--- src/rtl/core/scof_pkg.sv ---
// Shared types and constants for the sigma-clip outlier filter.
// No dependencies; imported by every module in rtl/core.
package scof_pkg;

  localparam int unsigned MAX_ITEMS        = 64;
  localparam int unsigned SMALL_LIST_LIMIT = 3;
  localparam int unsigned RESULT_CAP       = 63;
  localparam int unsigned DEV_SHIFT        = 6;

  localparam int unsigned VAL_W  = 32;
  localparam int unsigned POS_W  = 6;
  localparam int unsigned LIM_W  = 7;
  localparam int unsigned CLIP_W = 16;
  localparam int unsigned SUM_W  = 38;
  localparam int unsigned NUM_W  = 41;
  localparam int unsigned DEN_W  = 8;
  localparam int unsigned MAG_W  = 33;
  localparam int unsigned PROD_W = 2 * MAG_W;
  localparam int unsigned TOT_W  = 64;
  localparam int unsigned RHS_W  = 96;

  localparam logic [CLIP_W-1:0] CLIP_RESET = 16'd25035;

  typedef enum logic [4:0] {
    ST_IDLE,
    ST_PREP,
    ST_DIV_WAIT,
    ST_P1_RD,
    ST_P1_SQ,
    ST_P1_ACC,
    ST_R_KK,
    ST_R_LO,
    ST_R_HI,
    ST_R_SUM,
    ST_P2_RD,
    ST_P2_SQ,
    ST_P2_ML,
    ST_P2_MH,
    ST_P2_CMP,
    ST_E_CHK,
    ST_E_SCAN,
    ST_E_OUT
  } state_e;

  typedef struct packed {
    logic start;
    logic done;
  } div_ctrl_t;

endpackage

--- src/rtl/core/scof_mul.sv ---
// Shared 33x33 unsigned multiplier with registered product.
// Depends on scof_pkg for operand widths.
module scof_mul (
  input  logic                          clk_i,
  input  logic [scof_pkg::MAG_W-1:0]    a_i,
  input  logic [scof_pkg::MAG_W-1:0]    b_i,
  output logic [scof_pkg::PROD_W-1:0]   prod_o
);
  import scof_pkg::*;

  logic [PROD_W-1:0] prod_q;

  always_ff @(posedge clk_i) begin
    prod_q <= PROD_W'(a_i) * PROD_W'(b_i);
  end

  assign prod_o = prod_q;

endmodule

--- config.mk ---
export PLATFORM = sky130hd
export DESIGN_NAME = scof_mul
export DESIGN_NICKNAME = d
export VERILOG_FILES = /design/src/rtl/core/scof_pkg.sv /design/src/rtl/core/scof_mul.sv
export SDC_FILE = /design/constraint.sdc
export NUM_CORES = 2
export LEC_CHECK = 0
export BUFFER_PORTS_ARGS = -buffer_cell sky130_fd_sc_hd__clkbuf_2
export CAP_MARGIN = 20
export CELL_PAD_IN_SITES_DETAIL_PLACEMENT = 2
export CELL_PAD_IN_SITES_GLOBAL_PLACEMENT = 2
export CORE_MARGIN = 2
export CORE_UTILIZATION = 45
export DETAILED_ROUTE_END_ITERATION = 10
export GPL_ROUTABILITY_DRIVEN = 0
export HOLD_SLACK_MARGIN = 0.12
export PLACE_DENSITY = 0.95
export SLEW_MARGIN = 5
export SYNTH_ARGS = -nofsm -noshare
export SYNTH_HDL_FRONTEND = slang
export SYNTH_SLANG_ARGS = --single-unit
--- constraint.sdc ---
create_clock -name clk_i -period 16.7 [get_ports clk_i]
set_clock_uncertainty 0.2 [all_clocks]
set_input_delay 0.835 -clock clk_i [delete_from_list [all_inputs] [get_ports clk_i]]
set_output_delay 0.835 -clock clk_i [all_outputs]
set_load 0.01 [all_outputs]
==> metrics.txt <==
syn avg cell area 9.043 um^2; Clock Path Buffers 2; Congestion Overflow GR 0; IO Pins 133; async set or reset register ratio after synthesis 0; CTS hold repair buffers 0; most common cell in the netlist inv_1; Area growth syn-to-layout 4.908%; most frequent cells after synthesis inv_1, fa_1, and2_1; Setup Viol. Count Final 0; filler instances 8573; Global Route Usage Sum 0.5568; CTS tree done; biggest area consumer among synthesized cells fa_1; Initial Util 0.4545; Mapped Area 0.03661 mm^2; DRT Pass-1 Iters 7; Util after Layout 0.4768; detailed router's first-iteration violation count 4190; max-cap viol count 0; peak fanout along the critical path 33; Slew Limit Fails 0; Slew @ Worst Pin 1280 ps; crit path DAT 10920 ps; Post-CTS Setup Repair Bufs 0; Vias/cell 6.626; Die H 289.2 um; post_cts resized 0; die area 0.08364 mm^2; Netlist cell types 57; first-pass GRT wire length 316.8 mm; initial antenna violation count 33; clk sink count 66; max reg flops 66; fmax 92.50 MHz; net count after synthesis 5338; Crit. End Element flop; DR vias 33790; WL/cell 43.16 um; PortBufs 132; DRC Markers 0; multi-input combinational cell area 0.03055 mm^2; final wirelength 220.1 mm; Slew HR 0.1465; fin area 0.03840 mm^2; clock-pin slew on the worst setup and hold paths 80 ps; vias in the first global route 40550; top post-synthesis cells by area fa_1, inv_1, and2_1, ha_1, nand2_1; share of the synthesized area in the top cell type 0.5239; worst hold-check path type input pin to flop; share of post-route cells with drive strength above 1 0.04535; unrepaired setup endpoints after global routing false; CP Class input pin to flop; WP data required 16810 ps; dominant synthesized flop cell dfxtp_1; sequential fraction of the synthesis area 0.03610; H-Tree Depth 3; Syn Inst Count 4048; root buffer cell clkbuf_16; crit share post-route 0.6474; Critical Path Source Type input pin; final hold violation count 0; status complete, no violations; Final TNS setup 0 ps; post-synthesis register bit count 66; min Tclk post-route 10810 ps; row count 104; register area 0.001321 mm^2; Core Region 0.08055 mm^2; Final #Nets 5298; CTS Buf Count 9; Post-DRT Antenna Nets 0; Die Wd 289.2 um; largest net degree at the start of global routing 34; post-DP HPWL 144.5 mm; Post-synth EDFFs 0; Synth Warn # 0; Post-DP Area 0.03801 mm^2
## area by class of cell
class,count,share of cell area
timing repair buffer,160,0.02268
clock inverter,6,0.002346
clock buffer,10,0.006223
tap,1060,0.03454
antenna,26,0.001694
multi-input combinational,2722,0.7956
sequential,66,0.03441
inverter,1049,0.1025
## critical path, stage by stage
cell and delay, ps:
clkbuf_2 790, nand2_1 730, fa_1 1270, inv_1 190
fa_1 520, fa_1 560, inv_1 70, fa_1 690
inv_1 140, fa_1 500, fa_1 490, fa_1 740
ha_1 380, ha_1 450, a21o_1 270, a21o_1 200
a21oi_1 350, o21ai_1 180, a221oi_1 420, o21ai_1 130
a21oi_1 340, o21ai_1 180, a21oi_1 260, xnor2_1 160
## metal layers
| layer | track usage | routed length [um] | vias to the layer above |
|---|---|---|---|
| met5 | 0.08864 | 726 | - |
| li1 | - | - | 11470 |
| met1 | 0.4946 | 61190 | 17040 |
| met2 | 0.8173 | 97210 | 3293 |
| met3 | 0.3331 | 28360 | 1954 |
| met4 | 0.6215 | 32600 | 34 |
## final timing paths
| check | start | end | slack, ps | cells past startpoint |
|---|---|---|---|---|
| setup / recovery | b_i[13] | prod_o[65]$_DFF_P_ | 5890 | 24 |
| hold / removal | a_i[0] | prod_o[0]$_DFF_P_ | 890 | 3 |
## cells by family after synthesis
kind of cell	share of synthesized area
xor+xnor	0.01555
simple gates	0.1701
flops	0.03610
fa+ha+maj	0.6145
buf+inv	0.1293
compound gates	0.03452
## per-stage QoR
step	hold slack (ps)	worst slack, ps	instances
after global routing	910.9	5801	5081
after floorplan	762.3	8561	4048
after global placement	1023	7277	5057
after detailed placement	1024	6439	5057
after CTS	896.4	6725	5073
final	893.0	5889	5099
## cells in the final DEF, fill, tap and decap left out, drive strengths merged, types with 4 or more instances in the layout
cell    instances
inv          1049
fa            958
and2          574
nand2         568
ha            265
clkbuf        142
a21oi          73
dfxtp          66
xnor2          41
o21ai          40
nor2           33
a21o           31
buf            28
diode          26
xor2           24
nand4          16
nand3          10
o21bai          8
and3            7
o21a            7
a31oi           6
nor2b           6
a211oi          5
nor3            4
and4            4
Power is not shown: default switching activity piles up to over one toggle a cycle in this logic, so the estimate is an artifact.
