==> config.mk <==
export PLATFORM = sky130hd
export DESIGN_NAME = scof_div
export DESIGN_NICKNAME = d
export VERILOG_FILES = /design/src/rtl/core/scof_pkg.sv /design/src/rtl/core/scof_div.sv
export SDC_FILE = /design/constraint.sdc
export NUM_CORES = 1
export LEC_CHECK = 0
export ABC_AREA = 1
export BUFFER_PORTS_ARGS = -buffer_cell sky130_fd_sc_hd__buf_2
export CAP_MARGIN = 40
export CORE_MARGIN = 2
export CORE_UTILIZATION = 48
export CTS_BUF_LIST = sky130_fd_sc_hd__clkbuf_8
export DETAILED_ROUTE_END_ITERATION = 7
export MAX_ROUTING_LAYER = met4
export PLACE_DENSITY = 0.8
export REMOVE_ABC_BUFFERS = 1
export SLEW_MARGIN = 10
export SYNTH_ARGS = -nofsm -noshare
export SYNTH_HDL_FRONTEND = slang
export SYNTH_SLANG_ARGS = --single-unit
==> constraint.sdc <==
create_clock -name clk_i -period 1.6 [get_ports clk_i]
set_input_delay 0.08 -clock clk_i [delete_from_list [all_inputs] [get_ports clk_i]]
set_output_delay 0.08 -clock clk_i [all_outputs]
set_load 0.02 [all_outputs]
==> src/rtl/core/scof_pkg.sv <==
// Shared types and constants for the sigma-clip outlier filter.
// No dependencies; imported by every module in rtl/core.
package scof_pkg;

  localparam int unsigned MAX_ITEMS        = 64;
  localparam int unsigned SMALL_LIST_LIMIT = 3;
  localparam int unsigned RESULT_CAP       = 63;
  localparam int unsigned DEV_SHIFT        = 6;

  localparam int unsigned VAL_W  = 32;
  localparam int unsigned POS_W  = 6;
  localparam int unsigned LIM_W  = 7;
  localparam int unsigned CLIP_W = 16;
  localparam int unsigned SUM_W  = 38;
  localparam int unsigned NUM_W  = 41;
  localparam int unsigned DEN_W  = 8;
  localparam int unsigned MAG_W  = 33;
  localparam int unsigned PROD_W = 2 * MAG_W;
  localparam int unsigned TOT_W  = 64;
  localparam int unsigned RHS_W  = 96;

  localparam logic [CLIP_W-1:0] CLIP_RESET = 16'd25035;

  typedef enum logic [4:0] {
    ST_IDLE,
    ST_PREP,
    ST_DIV_WAIT,
    ST_P1_RD,
    ST_P1_SQ,
    ST_P1_ACC,
    ST_R_KK,
    ST_R_LO,
    ST_R_HI,
    ST_R_SUM,
    ST_P2_RD,
    ST_P2_SQ,
    ST_P2_ML,
    ST_P2_MH,
    ST_P2_CMP,
    ST_E_CHK,
    ST_E_SCAN,
    ST_E_OUT
  } state_e;

  typedef struct packed {
    logic start;
    logic done;
  } div_ctrl_t;

endpackage

==> src/rtl/core/scof_div.sv <==
// Restoring unsigned divider, one quotient bit per cycle.
// Depends on scof_pkg for the control struct.
module scof_div #(
  parameter int unsigned NumW = 41,
  parameter int unsigned DenW = 8
) (
  input  logic                 clk_i,
  input  logic                 rst_ni,
  input  logic                 start_i,
  input  logic [NumW-1:0]      dividend_i,
  input  logic [DenW-1:0]      divisor_i,
  output logic [NumW-1:0]      quotient_o,
  output scof_pkg::div_ctrl_t  ctrl_o
);
  import scof_pkg::*;

  localparam int unsigned CW = $clog2(NumW + 1);

  logic [NumW-1:0] quo_q, quo_d;
  logic [DenW-1:0] rem_q, rem_d, den_q, den_d;
  logic [CW-1:0]   cnt_q, cnt_d;
  logic            run_q, run_d, done_q, done_d;
  logic [DenW:0]   trial;
  logic            ge;

  assign trial = {rem_q, quo_q[NumW-1]};
  assign ge    = trial >= {1'b0, den_q};

  always_comb begin
    quo_d  = quo_q;
    rem_d  = rem_q;
    den_d  = den_q;
    cnt_d  = cnt_q;
    run_d  = run_q;
    done_d = 1'b0;
    if (start_i) begin
      quo_d = dividend_i;
      rem_d = '0;
      den_d = divisor_i;
      cnt_d = CW'(NumW);
      run_d = 1'b1;
    end else if (run_q) begin
      rem_d = ge ? DenW'(trial - {1'b0, den_q}) : DenW'(trial);
      quo_d = {quo_q[NumW-2:0], ge};
      cnt_d = cnt_q - 1'b1;
      if (cnt_q == CW'(1)) begin
        run_d  = 1'b0;
        done_d = 1'b1;
      end
    end
  end

  always_ff @(posedge clk_i or negedge rst_ni) begin
    if (!rst_ni) begin
      run_q  <= 1'b0;
      done_q <= 1'b0;
      cnt_q  <= '0;
    end else begin
      run_q  <= run_d;
      done_q <= done_d;
      cnt_q  <= cnt_d;
    end
  end

  always_ff @(posedge clk_i) begin
    quo_q <= quo_d;
    rem_q <= rem_d;
    den_q <= den_d;
  end

  assign quotient_o   = quo_q;
  assign ctrl_o.start = start_i;
  assign ctrl_o.done  = done_q;

endmodule

==> results.py <==
metrics = {
    "worst_setup_path": {
        "cp_common_cell": "nand2_1",
        "crit_family": "adder cells",
        "critPathMaxStageDelay_ns": 0.43,
        "cp.arrival_ns": 1.93,
        "path_buf_inv": 2,
        "r2r-start": "den_q[0]$_DFFE_PP_",
        "crit_path_cell_trace": "ha_4 -> fa_2 -> inv_2 -> nand2_2 -> nand3_2 -> nand2_1 -> nand2_1 -> inv_1 -> nand2_1 -> nand3_1 -> nand2_1",
        "critPathRequiredTime_ns": 1.88,
        "path_class": "reg -> reg",
        "cp-start-kind": "flip-flop",
        "cp_max_fo": 3,
        "r2r-end": "rem_q[6]$_SDFFE_PP0P_",
        "r2r_slack_ns": -0.05,
        "crit_slowest_cell": "edfxtp_1",
        "ff2ff_path_depth": 11,
        "cp-end-kind": "flip-flop",
    },
    "timing": {
        "drv_slew": 0,
        "worst_pin_slew_ns": 0.4510,
        "fmax_mhz": 607.3,
        "setup_viol_count_final": 4,
        "hold_slack_ns": 0.01898,
        "setup_slack_ns": -0.04672,
        "maxSlewHeadroom_pct": 69.90,
        "timing.final.crit_share_pct": 102.9,
        "tns_ns": -0.09203,
        "rsz0062_at_grt": "yes",
        "fin_crit_ns": 1.647,
        "finClkSkew_ns": 0.006098,
        "final-hold-violation-count": 0,
    },
    "cts": {
        "htreeDepth": 3,
        "clkSinkCount": 65,
        "cts-root-buf": "clkbuf_8",
        "clock_latency_ns": 0.34,
        "cts_buffer_depth": 2,
        "cts_tree": "built",
        "cts_inserted_buffers": 9,
        "path_clk_slew_ns": 0.08,
    },
    "drt": {
        "vias": 2977,
        "drc": 0,
        "drt_wl_total_mm": 8.562,
        "drtIter0Drc": 150,
        "wl_per_cell_um": 14.56,
        "firstDrtPassIters": 4,
        "viasPerCell": 5.063,
        "antenna_left": 0,
    },
    "final_layout": {
        "post-route-util_pct": 71.50,
        "synthToLayoutAreaGrowth_pct": 42.52,
        "drive_gt1_share_pct": 35.81,
        "layout_common_cells": "170 x nand2_1, 94 x buf_2, 49 x edfxtp_1",
        "n_antenna_cell": 0,
        "nNetsFinal": 569,
        "mostFrequentLayoutCell": "nand2_1",
    },
    "floorplan": {
        "die-height_um": 85.93,
        "initial_core_util_pct": 50.17,
        "io_pins": 95,
        "dieWidth_um": 85.93,
        "die_area_sq_mm": 0.007383,
        "rows": 29,
        "core_sq_mm": 0.006422,
    },
    "flow_run": {
        "cap_viol_max_count": 0,
    },
    "grt": {
        "grt_overflow": 0,
        "antenna_found_initial": 0,
        "grt_pass1_vias": 2945,
        "grt_first_pass_wirelength_mm": 13.25,
        "grt_max_degree": 42,
        "grtUsageTotal_pct": 23.74,
    },
    "synth": {
        "netlist_area_sq_mm": 0.003222,
        "synthDistinctLibCells": 29,
        "netlist_instances": 368,
        "synth_area_leaders": "edfxtp_1 46%, nand2_1 21%, dfrtp_1 6.2%",
        "ys_ff_latch": 65,
        "ys.flop_type": "edfxtp_1",
        "syn_avg_cell_area_sq_um": 8.755,
        "synth_edf_count": 49,
        "ys_seq_area_share_pct": 56.85,
        "ys_warn_count": 0,
        "yosys.area.top_type": "edfxtp_1",
        "synth_top_cell_area_share_pct": 45.67,
        "async_flop_share_pct": 12.31,
    },
    "placement": {
        "hpwl_mm": 5.439,
        "port_buffers": 94,
        "gp_congestion": 0.8821,
    },
    "pwr": {
        "p_leak_nw": 2.334,
        "p_per_area_mw_per_mm2": 1314,
        "total_power_w": 0.006035,
        "worst_ir_drop_vdd_mv": 0.7026,
    },
    "worst_hold_path": {
        "worst_hold_path.num_cells": 3,
        "hp-start": "dividend_i[17]",
        "hp-class": "in -> reg",
        "holdPathEnd": "quotient_o[17]$_DFFE_PP_",
    },
    "status": {
        "status": "complete, but fails checks",
        "violations": "setup timing",
    },
}
==> synthesized netlist by cell type, types with 3 or more instances <==
| library cell | count |
|---|---|
| ha_1 | 10 |
| nor2_1 | 10 |
| nand3_1 | 16 |
| nand2_1 | 180 |
| inv_1 | 35 |
| nand3b_1 | 7 |
| edfxtp_1 | 49 |
| nor2_2 | 4 |
| buf_4 | 3 |
| dfxtp_1 | 8 |
| dfrtp_1 | 8 |
| clkbuf_1 | 8 |
| a21oi_1 | 6 |
| o21ai_0 | 4 |
| nand4_1 | 3 |
| nor3_1 | 3 |
==> power breakdown <==
group / switching [W] / internal [W] / total (W)
clock: 0.000639 / 0.000876 / 0.00152
sequential: 0.000161 / 0.00205 / 0.00221
combinational: 0.00125 / 0.00106 / 0.00231
total: 0.00205 / 0.00399 / 0.00603
==> metal layers <==
metal  vias to the layer above  part of all wire [%]  global-route usage (%)
met1                      1359                    40                   28.29
met3                        17                   7.5                   5.679
met5                         -                     0                       -
li1                       1455                     -                       -
met4                         0                   2.1                   8.947
met2                       146                    51                   39.11
==> sequential cells by signal, indices dropped and copies added, names as in the netlist <==
signal      cells
den_q           8
done_q          1
cnt_q           6
quotient_o     41
run_q           1
rem_q           8
==> stage by stage <==
| stage | instances | setup slack, ns | area (sq um) |
|---|---|---|---|
| 2_1_floorplan | 356 | -0.1296 | 3158 |
| 3_3_place_gp | 549 | -0.02484 | 3902 |
| 3_5_place_dp | 549 | -0.06748 | 3902 |
| 4_1_cts | 585 | 0.001870 | 4414 |
| 5_1_grt | 588 | -0.1258 | 4592 |
| 6_report | 588 | -0.04672 | 4592 |
==> worst max path at each step <==
stage	endpoint	startpoint	depth (start not counted)
2_1_floorplan	rem_q[4]$_SDFFE_PP0P_	quotient_o[40]$_DFFE_PP_	8
3_3_place_gp	quotient_o[0]$_DFFE_PP_	den_q[6]$_DFFE_PP_	8
3_5_place_dp	rem_q[4]$_SDFFE_PP0P_	quotient_o[40]$_DFFE_PP_	8
4_1_cts	quotient_o[0]$_DFFE_PP_	den_q[7]$_DFFE_PP_	8
5_1_grt	rem_q[6]$_SDFFE_PP0P_	den_q[0]$_DFFE_PP_	11
6_report	rem_q[6]$_SDFFE_PP0P_	den_q[0]$_DFFE_PP_	11
==> cells by family after synthesis <==
kind of cell             share of synthesized area [%]
AND/OR/NAND/NOR                                  29.20
flip-flops                                       56.85
buffers and inverters                            6.175
AO/OA/AOI/OAI                                    2.447
adder cells (fa/ha/maj)                          4.505
XOR/XNOR                                        0.8157
==> layout make-up <==
class / count / area (sq um)
flip-flops and latches: 65 / 1832
fillers: 462 / 1831
multi-input cells: 256 / 1429
repair buffers: 138 / 880.8
inverters: 36 / 135.1
clock buffers: 9 / 123.9
well taps: 77 / 96.34
clock inverters: 7 / 95.09
==> timing repair <==
action | in CTS | in global routing
resized for setup | 10 | 39
endpoints found under the hold margin | 24 | 0
hold buffers | 17 | 0
setup buffers | 2 | 2
cloned | 1 | 1
endpoints found under the setup margin | 9 | 9
pin swaps | 2 | 17
==> worst reg2reg max path, cell delays in order (launching register included) <==
cell and delay [ns]:
edfxtp_1 0.43, ha_4 0.20, fa_2 0.39, inv_2 0.07, nand2_2 0.07, nand3_2 0.06, nand2_1 0.06, nand2_1 0.06
inv_1 0.04, nand2_1 0.06, nand3_1 0.08, nand2_1 0.08
Note: power is estimated with default switching activity, not from simulation.
